==> src/door_guard_controller_defines.svh <==
// Assertion macros for the door guard controller.
// Included by the files that carry concurrent assertions.
`ifndef DOOR_GUARD_CONTROLLER_DEFINES_SVH
`define DOOR_GUARD_CONTROLLER_DEFINES_SVH
`ifndef SYNTHESIS
`define DGC_ASSERT(label, clk, rst_n, prop) \
  label: assert property (@(posedge clk) disable iff (!rst_n) prop) else $error("%m failed");
`define DGC_ASSERT_ALWAYS(label, clk, prop) \
  label: assert property (@(posedge clk) prop) else $error("%m failed");
`else
`define DGC_ASSERT(label, clk, rst_n, prop)
`define DGC_ASSERT_ALWAYS(label, clk, prop)
`endif
`endif

==> src/dgc_pkg.sv <==
// Package of the door guard controller: types, codes and constants.
// No dependencies.
`timescale 1ns / 1ps
package dgc_pkg;
  typedef enum logic [2:0] {
    ST_IDLE = 3'd0, ST_WARNING = 3'd1, ST_NOWARN = 3'd2, ST_DELAYED = 3'd3,
    ST_DELAYED2 = 3'd4, ST_RSV5 = 3'd5, ST_RSV6 = 3'd6, ST_RSV7 = 3'd7
  } guard_st_e;

  typedef enum logic [2:0] {
    REG_MIN_PRESS = 3'd0, REG_DOUBLE_GAP = 3'd1, REG_SHORT_MAX = 3'd2,
    REG_LONG_MAX = 3'd3, REG_DELAY_BLINK = 3'd4, REG_ALARM_BLINK = 3'd5,
    REG_SAMPLE = 3'd6, REG_BUZZ = 3'd7
  } reg_idx_e;

  typedef enum logic [1:0] {FSM_IDLE, FSM_READ, FSM_CALC, FSM_OUT} fsm_e;

  // Per-channel record held in the channel RAM
  typedef struct packed {
    logic        armed;
    logic        was_opened;
    logic        was_closed;
    logic        blink_phase;
    logic [2:0]  status;
    logic        press_valid;
    logic [31:0] press_start;
    logic        release_valid;
    logic [31:0] release_time;
    logic [31:0] held;
    logic        blink_valid;
    logic [31:0] blink_time;
    logic        status_led;
    logic        warning_led;
  } chan_t;

  localparam int ChanW = $bits(chan_t);

  typedef struct packed {
    logic [15:0] min_press;
    logic [15:0] double_gap;
    logic [15:0] short_max;
    logic [15:0] long_max;
    logic [15:0] delay_blink;
    logic [15:0] alarm_blink;
  } cfg_t;

  localparam chan_t ChanReset = '0;

  function automatic logic [10:0] melody(input logic [1:0] idx);
    case (idx)
      2'd0:    melody = 11'd1915;
      2'd1:    melody = 11'd1275;
      default: melody = 11'd956;
    endcase
  endfunction
endpackage

==> src/dgc_if.sv <==
// Valid/ready channel interfaces for requests, results and config writes.
// Depends on nothing.
`timescale 1ns / 1ps
interface dgc_in_if;
  logic        valid;
  logic        ready;
  logic [31:0] now_ms;
  logic [7:0]  button_levels;
  logic [7:0]  door_levels;
  modport source (output valid, now_ms, button_levels, door_levels, input ready);
  modport sink (input valid, now_ms, button_levels, door_levels, output ready);
endinterface

interface dgc_out_if;
  logic        valid;
  logic        ready;
  logic [7:0]  status_leds;
  logic [7:0]  warning_leds;
  logic        tone_start;
  logic [10:0] tone_value;
  logic        tone_silence;
  logic        save_request;
  modport source (output valid, status_leds, warning_leds, tone_start, tone_value,
                  tone_silence, save_request, input ready);
  modport sink (input valid, status_leds, warning_leds, tone_start, tone_value,
                tone_silence, save_request, output ready);
endinterface

interface dgc_cfg_if;
  logic        valid;
  logic        ready;
  logic [2:0]  index;
  logic [15:0] data;
  modport source (output valid, index, data, input ready);
  modport sink (input valid, index, data, output ready);
endinterface

==> src/door_guard_controller.sv <==
// Door guard controller top level: sweep sequencer over the channel RAM.
// Depends on dgc_pkg, dgc_if, dgc_ram, dgc_chan and the defines header.
// A request is taken only while the sequencer is idle and the last result has been
// handed off. Each channel then gets a RAM read state and an update/write-back state
// on the channel RAM (one write port, one read port), and FSM_OUT registers the result.
// Reset: a valid bit per entry marks channel records as reset; config regs to defaults.
`timescale 1ns / 1ps
`include "door_guard_controller_defines.svh"
module door_guard_controller #(
  parameter int CHANNELS = 8
) (
  input  logic clk_i,
  input  logic rst_ni,
  dgc_in_if.sink    in_if,
  dgc_out_if.source out_if,
  dgc_cfg_if.sink   cfg_if
);
  localparam int AW = (CHANNELS > 1) ? $clog2(CHANNELS) : 1;
  localparam int DEPTH = 1 << AW;

  dgc_pkg::cfg_t cfg_q;
  logic [15:0] sample_q, buzz_q;
  dgc_pkg::fsm_e fsm_q, fsm_d;
  logic [AW-1:0] ch_q, ch_d;
  logic [31:0] t_q, last_sample_q, last_note_q;
  logic [7:0] btn_q, door_q, sled_q, wled_q;
  logic sample_q2, buzzing_q, save_q;
  logic [1:0] note_q;
  logic [DEPTH-1:0] vld_q;
  logic out_valid_q, start_q, silence_q;
  logic [10:0] tone_q;

  logic [dgc_pkg::ChanW-1:0] rdata;
  dgc_pkg::chan_t cur, nxt;
  logic save_c, buzz_c, we;
  logic last_ch;
  logic in_acc;

  assign cfg_if.ready = 1'b1;
  assign in_if.ready = (fsm_q == dgc_pkg::FSM_IDLE) && !out_valid_q;
  assign in_acc = in_if.valid && in_if.ready;
  assign last_ch = (32'(ch_q) == CHANNELS - 1);

  always_ff @(posedge clk_i or negedge rst_ni) begin
    if (!rst_ni) begin
      cfg_q <= '{16'd50, 16'd200, 16'd500, 16'd2500, 16'd500, 16'd250};
      sample_q <= 16'd100;
      buzz_q <= 16'd50;
    end else if (cfg_if.valid) begin
      case (dgc_pkg::reg_idx_e'(cfg_if.index))
        dgc_pkg::REG_MIN_PRESS:   cfg_q.min_press <= cfg_if.data;
        dgc_pkg::REG_DOUBLE_GAP:  cfg_q.double_gap <= cfg_if.data;
        dgc_pkg::REG_SHORT_MAX:   cfg_q.short_max <= cfg_if.data;
        dgc_pkg::REG_LONG_MAX:    cfg_q.long_max <= cfg_if.data;
        dgc_pkg::REG_DELAY_BLINK: cfg_q.delay_blink <= cfg_if.data;
        dgc_pkg::REG_ALARM_BLINK: cfg_q.alarm_blink <= cfg_if.data;
        dgc_pkg::REG_SAMPLE:      sample_q <= cfg_if.data;
        dgc_pkg::REG_BUZZ:        buzz_q <= cfg_if.data;
        default: ;
      endcase
    end
  end

  assign we = (fsm_q == dgc_pkg::FSM_CALC);

  dgc_ram #(.Width(dgc_pkg::ChanW), .Depth(DEPTH)) u_ram (
    .clk_i(clk_i), .we_i(we), .waddr_i(ch_q), .wdata_i(nxt),
    .raddr_i(ch_q), .rdata_o(rdata)
  );

  assign cur = vld_q[ch_q] ? dgc_pkg::chan_t'(rdata) : dgc_pkg::ChanReset;

  dgc_chan u_chan (
    .cur_i(cur), .cfg_i(cfg_q), .t_i(t_q), .pressed_i(btn_q[ch_q]),
    .closed_i(door_q[ch_q]), .sample_i(sample_q2), .nxt_o(nxt),
    .save_o(save_c), .buzz_o(buzz_c)
  );

  always_comb begin
    fsm_d = fsm_q;
    ch_d = ch_q;
    case (fsm_q)
      dgc_pkg::FSM_IDLE: if (in_acc) begin
        fsm_d = dgc_pkg::FSM_READ;
        ch_d = '0;
      end
      dgc_pkg::FSM_READ: fsm_d = dgc_pkg::FSM_CALC;
      dgc_pkg::FSM_CALC: begin
        if (last_ch) fsm_d = dgc_pkg::FSM_OUT;
        else begin
          fsm_d = dgc_pkg::FSM_READ;
          ch_d = ch_q + 1'b1;
        end
      end
      dgc_pkg::FSM_OUT: fsm_d = dgc_pkg::FSM_IDLE;
      default: fsm_d = dgc_pkg::FSM_IDLE;
    endcase
  end

  always_ff @(posedge clk_i or negedge rst_ni) begin
    if (!rst_ni) begin
      fsm_q <= dgc_pkg::FSM_IDLE;
      ch_q <= '0;
      vld_q <= '0;
      last_sample_q <= '0;
      last_note_q <= '0;
      note_q <= '0;
      out_valid_q <= 1'b0;
      sample_q2 <= 1'b0;
      buzzing_q <= 1'b0;
      save_q <= 1'b0;
    end else begin
      fsm_q <= fsm_d;
      ch_q <= ch_d;
      if (out_valid_q && out_if.ready) out_valid_q <= 1'b0;
      if (in_acc) begin
        t_q <= in_if.now_ms;
        btn_q <= in_if.button_levels;
        door_q <= in_if.door_levels;
        sled_q <= '0;
        wled_q <= '0;
        buzzing_q <= 1'b0;
        save_q <= 1'b0;
        if ((in_if.now_ms - last_sample_q) > 32'(sample_q)) begin
          last_sample_q <= in_if.now_ms;
          sample_q2 <= 1'b1;
        end else sample_q2 <= 1'b0;
      end
      if (we) begin
        vld_q[ch_q] <= 1'b1;
        sled_q[ch_q] <= nxt.status_led;
        wled_q[ch_q] <= nxt.warning_led;
        if (buzz_c) buzzing_q <= 1'b1;
        if (save_c) save_q <= 1'b1;
      end
      if (fsm_q == dgc_pkg::FSM_OUT) begin
        out_valid_q <= 1'b1;
        start_q <= 1'b0;
        tone_q <= '0;
        silence_q <= !buzzing_q;
        if (buzzing_q) begin
          if ((t_q - last_note_q) > 32'(buzz_q)) begin
            start_q <= 1'b1;
            tone_q <= dgc_pkg::melody(note_q);
            note_q <= note_q + 2'd1;
            last_note_q <= t_q;
          end
        end else note_q <= '0;
      end
    end
  end

  assign out_if.valid = out_valid_q;
  assign out_if.status_leds = sled_q;
  assign out_if.warning_leds = wled_q;
  assign out_if.tone_start = start_q;
  assign out_if.tone_value = tone_q;
  assign out_if.tone_silence = silence_q;
  assign out_if.save_request = save_q;

  `DGC_ASSERT(a_no_accept_busy, clk_i, rst_ni, (fsm_q != dgc_pkg::FSM_IDLE) |-> !in_if.ready)
  `DGC_ASSERT(a_out_after_sweep, clk_i, rst_ni, $rose(out_valid_q) |-> $past(fsm_q == dgc_pkg::FSM_OUT))
  `DGC_ASSERT(a_tone_only_start, clk_i, rst_ni, out_valid_q && !start_q |-> tone_q == 11'd0)
  `DGC_ASSERT(a_silence_no_start, clk_i, rst_ni, out_valid_q && silence_q |-> !start_q)
endmodule

==> src/dgc_ram.sv <==
// Generic single-port-write, single-read RAM with registered read.
// No dependencies.
`timescale 1ns / 1ps
module dgc_ram #(
  parameter int Width = 8,
  parameter int Depth = 8
) (
  input  logic                     clk_i,
  input  logic                     we_i,
  input  logic [$clog2(Depth)-1:0] waddr_i,
  input  logic [Width-1:0]         wdata_i,
  input  logic [$clog2(Depth)-1:0] raddr_i,
  output logic [Width-1:0]         rdata_o
);
  logic [Width-1:0] mem_q [Depth];
  always_ff @(posedge clk_i) begin
    if (we_i) mem_q[waddr_i] <= wdata_i;
    rdata_o <= mem_q[raddr_i];
  end
endmodule

==> src/dgc_chan.sv <==
// Per-channel update: button click decoding and door status machine.
// Uses dgc_pkg.
`timescale 1ns / 1ps
module dgc_chan (
  input  dgc_pkg::chan_t  cur_i,
  input  dgc_pkg::cfg_t   cfg_i,
  input  logic [31:0]     t_i,
  input  logic            pressed_i,
  input  logic            closed_i,
  input  logic            sample_i,
  output dgc_pkg::chan_t  nxt_o,
  output logic            save_o,
  output logic            buzz_o
);
  always_comb begin
    dgc_pkg::chan_t c;
    logic [31:0] dur, dt;
    logic        click, dbl;
    logic [31:0] cdur;
    logic [2:0]  st;
    logic        delayed;
    logic [31:0] ival;
    logic        led;
    c = cur_i;
    save_o = 1'b0;
    click = 1'b0;
    dbl = 1'b0;
    cdur = '0;
    dur = '0;
    dt = '0;
    led = 1'b0;
    // button
    if (pressed_i) begin
      if (!c.press_valid) begin
        c.press_valid = 1'b1;
        c.press_start = t_i;
      end
    end else begin
      if (c.press_valid) begin
        dur = t_i - c.press_start;
        c.press_valid = 1'b0;
        if (dur > 32'(cfg_i.min_press)) begin
          if (!c.release_valid) begin
            c.held = dur;
            c.release_valid = 1'b1;
            c.release_time = t_i;
          end else begin
            click = 1'b1;
            dbl = 1'b1;
            c.release_valid = 1'b0;
          end
        end
      end
      dt = t_i - c.release_time;
      if (!click && c.release_valid && dt > 32'(cfg_i.double_gap)) begin
        click = 1'b1;
        cdur = c.held;
        c.release_valid = 1'b0;
      end
    end
    if (click) begin
      if (dbl) begin
        if (c.armed) c.status = dgc_pkg::ST_DELAYED;
      end else if (cdur > 32'(cfg_i.min_press) && cdur <= 32'(cfg_i.short_max)) begin
        if (c.armed) begin
          c.status = dgc_pkg::ST_NOWARN;
          c.was_opened = 1'b0;
        end
      end else if (cdur > 32'(cfg_i.short_max) && cdur <= 32'(cfg_i.long_max)) begin
        if (c.armed) begin
          c.armed = 1'b0;
          c.status_led = 1'b0;
          c.warning_led = 1'b0;
          c.blink_valid = 1'b0;
          c.blink_phase = 1'b0;
          c.was_opened = 1'b0;
          c.press_valid = 1'b0;
        end else begin
          c.status_led = 1'b1;
          c.armed = 1'b1;
        end
        save_o = 1'b1;
      end
    end
    // door
    st = c.status;
    delayed = (st == dgc_pkg::ST_DELAYED) || (st == dgc_pkg::ST_DELAYED2);
    ival = delayed ? 32'(cfg_i.delay_blink) : 32'(cfg_i.alarm_blink);
    if (sample_i) begin
      if (!closed_i) c.was_closed = 1'b1;
      if (delayed || (!closed_i && c.armed)) begin
        led = delayed ? c.status_led : c.warning_led;
        if (!c.blink_valid) begin
          c.blink_valid = 1'b1;
          c.blink_time = t_i;
          led = 1'b0;
        end else if ((t_i - c.blink_time) > ival) begin
          c.blink_phase = !c.blink_phase;
          c.blink_time = t_i;
          led = c.blink_phase;
        end
        if (delayed) c.status_led = led;
        else c.warning_led = led;
      end
      if (delayed) begin
        if (closed_i && st == dgc_pkg::ST_DELAYED2) c.status = dgc_pkg::ST_IDLE;
        else if (!closed_i && st == dgc_pkg::ST_DELAYED) c.status = dgc_pkg::ST_DELAYED2;
      end else begin
        c.status_led = c.armed;
        if (closed_i) begin
          c.blink_valid = 1'b0;
          if (st == dgc_pkg::ST_NOWARN) c.status = dgc_pkg::ST_IDLE;
          c.warning_led = c.was_opened;
        end else if (c.armed) begin
          if (st != dgc_pkg::ST_NOWARN) c.status = dgc_pkg::ST_WARNING;
          c.was_opened = 1'b1;
        end else if (c.was_closed && c.was_opened) begin
          c.status_led = 1'b0;
          c.warning_led = 1'b1;
        end
      end
    end
    buzz_o = c.armed && (c.status == dgc_pkg::ST_WARNING);
    nxt_o = c;
  end
endmodule

==> src/flat_wrapper.sv <==
// flat-port wrapper written by rule: the top's interface ports become plain ports
module door_guard_controller_flat 
#(
  parameter int CHANNELS = 8
)
  (clk_i, rst_ni, in_if_valid, in_if_now_ms, in_if_button_levels, in_if_door_levels, in_if_ready, out_if_valid, out_if_status_leds, out_if_warning_leds, out_if_tone_start, out_if_tone_value, out_if_tone_silence, out_if_save_request, out_if_ready, cfg_if_valid, cfg_if_index, cfg_if_data, cfg_if_ready);
  dgc_in_if in_if_i ();
  dgc_out_if out_if_i ();
  dgc_cfg_if cfg_if_i ();
  input  logic clk_i;
  input  logic rst_ni;
  input wire logic [$bits(in_if_i.valid)-1:0] in_if_valid;
  input wire logic [$bits(in_if_i.now_ms)-1:0] in_if_now_ms;
  input wire logic [$bits(in_if_i.button_levels)-1:0] in_if_button_levels;
  input wire logic [$bits(in_if_i.door_levels)-1:0] in_if_door_levels;
  output wire logic [$bits(in_if_i.ready)-1:0] in_if_ready;
  output wire logic [$bits(out_if_i.valid)-1:0] out_if_valid;
  output wire logic [$bits(out_if_i.status_leds)-1:0] out_if_status_leds;
  output wire logic [$bits(out_if_i.warning_leds)-1:0] out_if_warning_leds;
  output wire logic [$bits(out_if_i.tone_start)-1:0] out_if_tone_start;
  output wire logic [$bits(out_if_i.tone_value)-1:0] out_if_tone_value;
  output wire logic [$bits(out_if_i.tone_silence)-1:0] out_if_tone_silence;
  output wire logic [$bits(out_if_i.save_request)-1:0] out_if_save_request;
  input wire logic [$bits(out_if_i.ready)-1:0] out_if_ready;
  input wire logic [$bits(cfg_if_i.valid)-1:0] cfg_if_valid;
  input wire logic [$bits(cfg_if_i.index)-1:0] cfg_if_index;
  input wire logic [$bits(cfg_if_i.data)-1:0] cfg_if_data;
  output wire logic [$bits(cfg_if_i.ready)-1:0] cfg_if_ready;
  assign in_if_i.valid = in_if_valid;
  assign in_if_i.now_ms = in_if_now_ms;
  assign in_if_i.button_levels = in_if_button_levels;
  assign in_if_i.door_levels = in_if_door_levels;
  assign in_if_ready = in_if_i.ready;
  assign out_if_valid = out_if_i.valid;
  assign out_if_status_leds = out_if_i.status_leds;
  assign out_if_warning_leds = out_if_i.warning_leds;
  assign out_if_tone_start = out_if_i.tone_start;
  assign out_if_tone_value = out_if_i.tone_value;
  assign out_if_tone_silence = out_if_i.tone_silence;
  assign out_if_save_request = out_if_i.save_request;
  assign out_if_i.ready = out_if_ready;
  assign cfg_if_i.valid = cfg_if_valid;
  assign cfg_if_i.index = cfg_if_index;
  assign cfg_if_i.data = cfg_if_data;
  assign cfg_if_ready = cfg_if_i.ready;
  door_guard_controller #(.CHANNELS(CHANNELS)) u_core (.clk_i(clk_i), .rst_ni(rst_ni), .in_if(in_if_i), .out_if(out_if_i), .cfg_if(cfg_if_i));
endmodule
==> config.mk <==
export PLATFORM = sky130hd
export DESIGN_NAME = door_guard_controller_flat
export DESIGN_NICKNAME = d
export VERILOG_FILES = /design/src/dgc_pkg.sv /design/src/dgc_if.sv /design/src/door_guard_controller.sv /design/src/dgc_ram.sv /design/src/dgc_chan.sv /design/src/flat_wrapper.sv
export VERILOG_INCLUDE_DIRS = /design/src /design/src/src
export SDC_FILE = /design/constraint.sdc
export NUM_CORES = 2
export LEC_CHECK = 0
export BUFFER_PORTS_ARGS = -buffer_cell sky130_fd_sc_hd__clkbuf_2
export CAP_MARGIN = 10
export CELL_PAD_IN_SITES_DETAIL_PLACEMENT = 1
export CELL_PAD_IN_SITES_GLOBAL_PLACEMENT = 2
export CORE_MARGIN = 3
export CORE_UTILIZATION = 50
export DETAILED_ROUTE_END_ITERATION = 16
export PLACE_DENSITY_LB_ADDON = 0.12
export SLEW_MARGIN = 10
export SYNTH_ARGS = -nofsm -noshare
export SYNTH_HDL_FRONTEND = slang
export SYNTH_HIERARCHICAL = 1
export SYNTH_SLANG_ARGS = --single-unit
==> constraint.sdc <==
create_clock -name clk_i -period 27.7 [get_ports clk_i]
set_clock_uncertainty 0.15 [all_clocks]
set_input_delay 2.77 -clock clk_i [delete_from_list [all_inputs] [get_ports clk_i]]
set_output_delay 2.77 -clock clk_i [all_outputs]
set_load 0.02 [all_outputs]
### Word-level counts from Yosys, hierarchy flattened

Memories as Yosys holds them, arrays and structs flattened. A register that Yosys moved wholly into a read port is not among the register bits.
Cells that the tools add are included.

* add/sub/neg operators: 7
* magnitude comparators: 11
* eq/ne operators: 20
* muxes and demuxes: 122
* bitwise logic cells: 1
* reductions and logical operators: 40

Operator list (number)
* 65-bit two-way mux: 4
* 32-bit by 16-bit greater-than comparator with 1-bit output: 7
* 32-bit two-way mux: 6
* 32-bit subtractor: 5
* 140-bit two-way mux: 1
* 35-bit two-way mux: 2
* 1-bit two-way mux: 66
* 32-bit by 16-bit <= comparator with 1-bit output: 2
* 64-bit two-way mux: 1
* 3-bit two-way mux: 13
* 8-bit two-way mux: 4
* 2-bit two-way mux: 13
* 2-bit AND reduction: 13
* 11-bit case mux with 2 select lines: 1
* 3-bit == test, second input constant: 6
* 8-bit bitwise mux: 2
* 16-bit two-way mux: 1
* 1-bit logical AND: 13
* 3-bit by 2-bit == test with 1-bit output, second input constant: 4
* 1-bit binary-select mux with 3-bit select: 3
* 8-bit OR: 1
* 2-bit case mux with 4 select lines: 1
* 3-bit by 1-bit == test with 1-bit output, second input constant: 2
* 6-bit two-way mux: 1
* 18 further kinds: 29

* flip-flop bits (word level): 288
* bits in writable memories: 1120
* bits of input ports: 72
* output and inout port bits: 33
* word-level logic and storage cells: 228
* memories: 1

Memory list
* u_core.u_ram.mem_q: words 8, bits a word 140, rd ports 1, clocked after Yosys merged registers in 1, write ports 1, RTL line dgc_ram.sv:15 `logic [Width-1:0] mem_q [Depth];`

### Logic depth before layout (Yosys ltp)

* word-level depth: 34
* mapped depth: 95
* mapped depth without buffers: 85

### Modules after synthesis

Netlist, hierarchy kept.

By module, submodules not included
* dgc_ram: times used 1, cells an instance 1771, area each 44865.5 µm², sequential area each 36434.9 µm²
* door_guard_controller: times used 1, cells an instance 1841, area each 18182.4 µm², sequential area each 7455.9 µm²
* dgc_chan: times used 1, cells an instance 1654, area each 11561.1 µm², sequential area each 0.0 µm²

### Worst setup path before layout

OpenSTA, ideal clock, no wires.

* path type: flip-flop to flip-flop
* start point: register u_core.ch_q[0]
* end point: register u_core.wled_q[0], in the netlist u_core/out_if.warning_leds[0], data pin
* setup time: 0.131 ns
* data arrival time: 18.426 ns
* required time: 27.419 ns
* path slack: 8.993 ns
* cell stages (with the launch flop): 93
* buffers on the path: 10
* period minus slack after synthesis: 18.707 ns
* cell sequence: dfrtp_1 > clkbuf_1 > mux4_2 > mux2i_1 > clkbuf_1 > clkbuf_1 > nor2b_1 > inv_1 > ha_1 > a21o_1 > or3_4 > o21ai_4 > nand2_1 > nand3_1 > nand2_1 > a21boi_0 > xnor2_1 > ha_1 > [57 not listed] > a21o_1 > a21o_1 > a21o_1 > a21o_1 > a21oi_1 > o21ai_0 > o41ai_1 > nand3_1 > nor3_1 > o211ai_1 > nor4b_1 > o2111ai_1 > nand4b_1 > o41ai_1 > o21ai_0 > a211oi_1 > buf_1 > a22o_1

RTL lines
* start: declaration: RTL line door_guard_controller.sv:24 `logic [AW-1:0] ch_q, ch_d;`
* start signal: assignment: RTL line door_guard_controller.sv:114 `ch_q <= ch_d;`
* end signal: indexed assignment: RTL line door_guard_controller.sv:132 `wled_q[ch_q] <= nxt.warning_led;`
* end: declaration: RTL line door_guard_controller.sv:26 `logic [7:0] btn_q, door_q, sled_q, wled_q;`

==> run summary <==
The logs give 5252 for the number of standard cells after synthesis and 103 mm for the detailed-routed wire length on met2. Clock tree synthesis inserted a total of 162 buffers. The total of warnings raised by yosys was 6. The flow ran to the end, and the final reports show no timing, DRC or antenna violations.

Worst-path cell with the longest stage delay: dfrtp_4. The start of the worst register-to-register path was u_core/ch_q[0]$_DFFE_PN0P_. The number of global-route vias before repair is 48826.

The tree is rooted in a clkbuf_16. The total global routing track utilization is 28.4%. The mapped cell area came out at 74300 sq um. Detail-routed net length per standard cell: 29.2 um. For this block, the initial DRC count from the detailed router was 3887.

The cell repeated most along the worst path was a21o_1. For this run, the share of the core covered by cells in the final layout is 56.1%. After legalization and detailed placement, the total HPWL measured 139 mm. The vertical extent of the die was 391 um.

The measured slew at the worst slew-check pin is 1.25 ns. The post-CTS resize count was 0; the maximum number of pins on one net before global-route repair was 100. After floorplanning, the core was divided into 140 placement rows. The die is 391 um wide. For the max-slew headroom at the worst pin, the log shows 16.0%. The clock latency at the later pin of the worst-skew pair was 0.82 ns; the number of buffers inserted by hold repair at cts was 0. The data arrival time of the worst path is 22.79 ns. The routed layout has 46496 vias.

A synthesized cell averages 14.1 sq um. CTS saw 1533 sinks. For this run the aggregate overflow at the end of global routing stands at 0.

The type of the worst setup path is reg2reg. The first global-routing pass estimated 323 mm of wire. The clock tree synthesis step divided the H-tree into 4 levels. Counting every net in the synthesized netlist gives 5613. The delay of the slowest cell on the worst path is 0.91 ns, and the timing-limited maximum frequency is 44.6 MHz. The topmost layer with routed signal wires is met5. For the final routed database, the setup TNS stands at 0 ns. The ratio of final minimum period to clock period was 80.9%; the number of buffers inserted to repair setup after CTS was 0.

The first element of the critical path was u_core/ch_q[0]$_DFFE_PN0P_. Setup violations remaining at the end of the flow were counted as 0. Setup repair after global routing left no endpoint under its margin.

In the routed design, unresolved DRC markers number 0. The sum of routed wire segments on met1 was 96.4 mm. The die covers 153000 sq um. The shortest clock period the worst path allows after layout is 22.42 ns, and the max capacitance violation total is 0. The run gives 11 as the initial antenna violation count. In the final layout, the share of cells above drive strength 1 is 23.0%. In the routed layout, each cell is associated on average with a via count of 6.27.

After the last flow step, the layout net total stands at 5708. The tools report the total wire length after detailed routing as 216 mm. For this configuration, the core starts out at a cell density of 50.7%. The number of nets still failing antenna checks after routing was 0; the data required time of the critical path was 28.07 ns. The clock passes through at most 3 buffers. Port buffering added 103 buffers.

The worst hold path begins at u_core/vld_q[3]$_DFFE_PN0P_. The type of origin of the critical path is a flop. Area overhead of the layout relative to synthesis: 10.8%.

The met3 layer wire length in the routed design is 11.8 mm. The total area inside the core boundary comes to 147000 sq um. The tightest min-delay check is of the reg2reg type. The clock transition time at the flip-flop clock pins of the worst setup and hold paths was 0.06 ns; the number of I/O pins was 105. The final hold slack is 0.336 ns. The tools report the number of search-and-repair iterations in the first detailed-routing pass as 5. The endpoint kind of the worst setup timing path is a flop. The final hold violation count is 0, and the final estimated routing congestion in global placement is 0.882. In this run the worst path has a maximum fanout of 39. The max-slew violation count was 0.

TritonCTS built the clock tree.
[metrics by stage]
stage          area (sq um)  setup WS (ns)  cells
4_1_cts               82300           5.46   7404
5_1_grt               82300           3.45   7404
3_5_place_dp          76900           5.66   7100
3_3_place_gp          76900           6.26   7100
6_report              82300           5.28   7410
2_1_floorplan         74300           8.99   5252
[metal layers]
metal  vias to the layer above  track usage (%)
li1                      20523                -
met1                     24398             40.4
met2                      1297             46.2
met3                       272             4.38
met4                         6             6.51
met5                         -                0
[critical path: cells and delay by family, from the launching register on]
| family | cells | cell delay, ns |
|---|---|---|
| AOI/OAI and AO/OA | 40 | 8.51 |
| xor gates and xnor gates | 2 | 0.49 |
| adders and majority gates | 9 | 2.66 |
| buffers and inverters | 6 | 1.75 |
| DFF | 1 | 0.91 |
| muxes | 6 | 2.19 |
| and+or+nand+nor | 17 | 5.28 |
[sequential cells by signal, summed over array words and instances (netlist names), 2 cells and up]
| register | cells |
|---|---|
| u_core/btn_q | 8 |
| u_core/cfg_q | 96 |
| u_core/last_note_q | 32 |
| u_core/sample_q | 16 |
| u_core/door_q | 8 |
| u_core/note_q | 2 |
| u_core/u_ram/mem_q | 1112 |
| u_core/u_ram/rdata_o | 139 |
| u_core/ch_q | 3 |
| u_core/vld_q | 8 |
| u_core/out_if.tone_value | 5 |
| u_core/out_if.warning_leds | 8 |
| u_core/t_q | 32 |
| u_core/last_sample_q | 32 |
| u_core/out_if.status_leds | 8 |
| u_core/fsm_q | 2 |
| u_core/buzz_q | 16 |
[layout by cell type, fill, tap and decap left out, types with 51 or more instances in the layout]
| master | count |
|---|---|
| a21o_1 | 109 |
| a21oi_1 | 234 |
| buf_4 | 102 |
| clkbuf_16 | 164 |
| clkbuf_2 | 102 |
| dfrtp_1 | 172 |
| dfxtp_1 | 139 |
| edfxtp_1 | 1183 |
| ha_1 | 284 |
| inv_1 | 281 |
| mux2_2 | 333 |
| mux2i_1 | 51 |
| mux4_2 | 284 |
| nand2_1 | 276 |
| nand3_1 | 81 |
| nand4_1 | 58 |
| nor2_1 | 161 |
| nor2b_1 | 168 |
| nor3_1 | 59 |
| o211ai_1 | 60 |
| o21ai_0 | 137 |
| xnor2_1 | 72 |
[area by class of cell]
class,count,area [sq um]
clock buffer,214,4420
timing repair buffer,208,1350
multi-input combinational,3161,28500
sequential,1533,43600
inverter,281,1050
antenna,6,15.0
clock inverter,90,945
fill,13965,64300
tap,1917,2400
[final timing paths]
kind	endpoint	slack [ns]	cells after the start
min	u_core/vld_q[3]$_DFFE_PN0P_	0.34	1
max	u_core/u_ram/mem_q[3][12]$_DFFE_PP_	5.28	80
min reg2reg	u_core/vld_q[3]$_DFFE_PN0P_	0.34	1
min in group asynchronous	u_core/last_sample_q[2]$_DFFE_PN0P_	1.71	1
max reg2reg	u_core/u_ram/mem_q[3][12]$_DFFE_PP_	5.28	80
max in group asynchronous	u_core/ch_q[1]$_DFFE_PN0P_	23.30	3
Power is not shown: default switching activity piles up to over one toggle a cycle in this logic, so the estimate is an artifact.
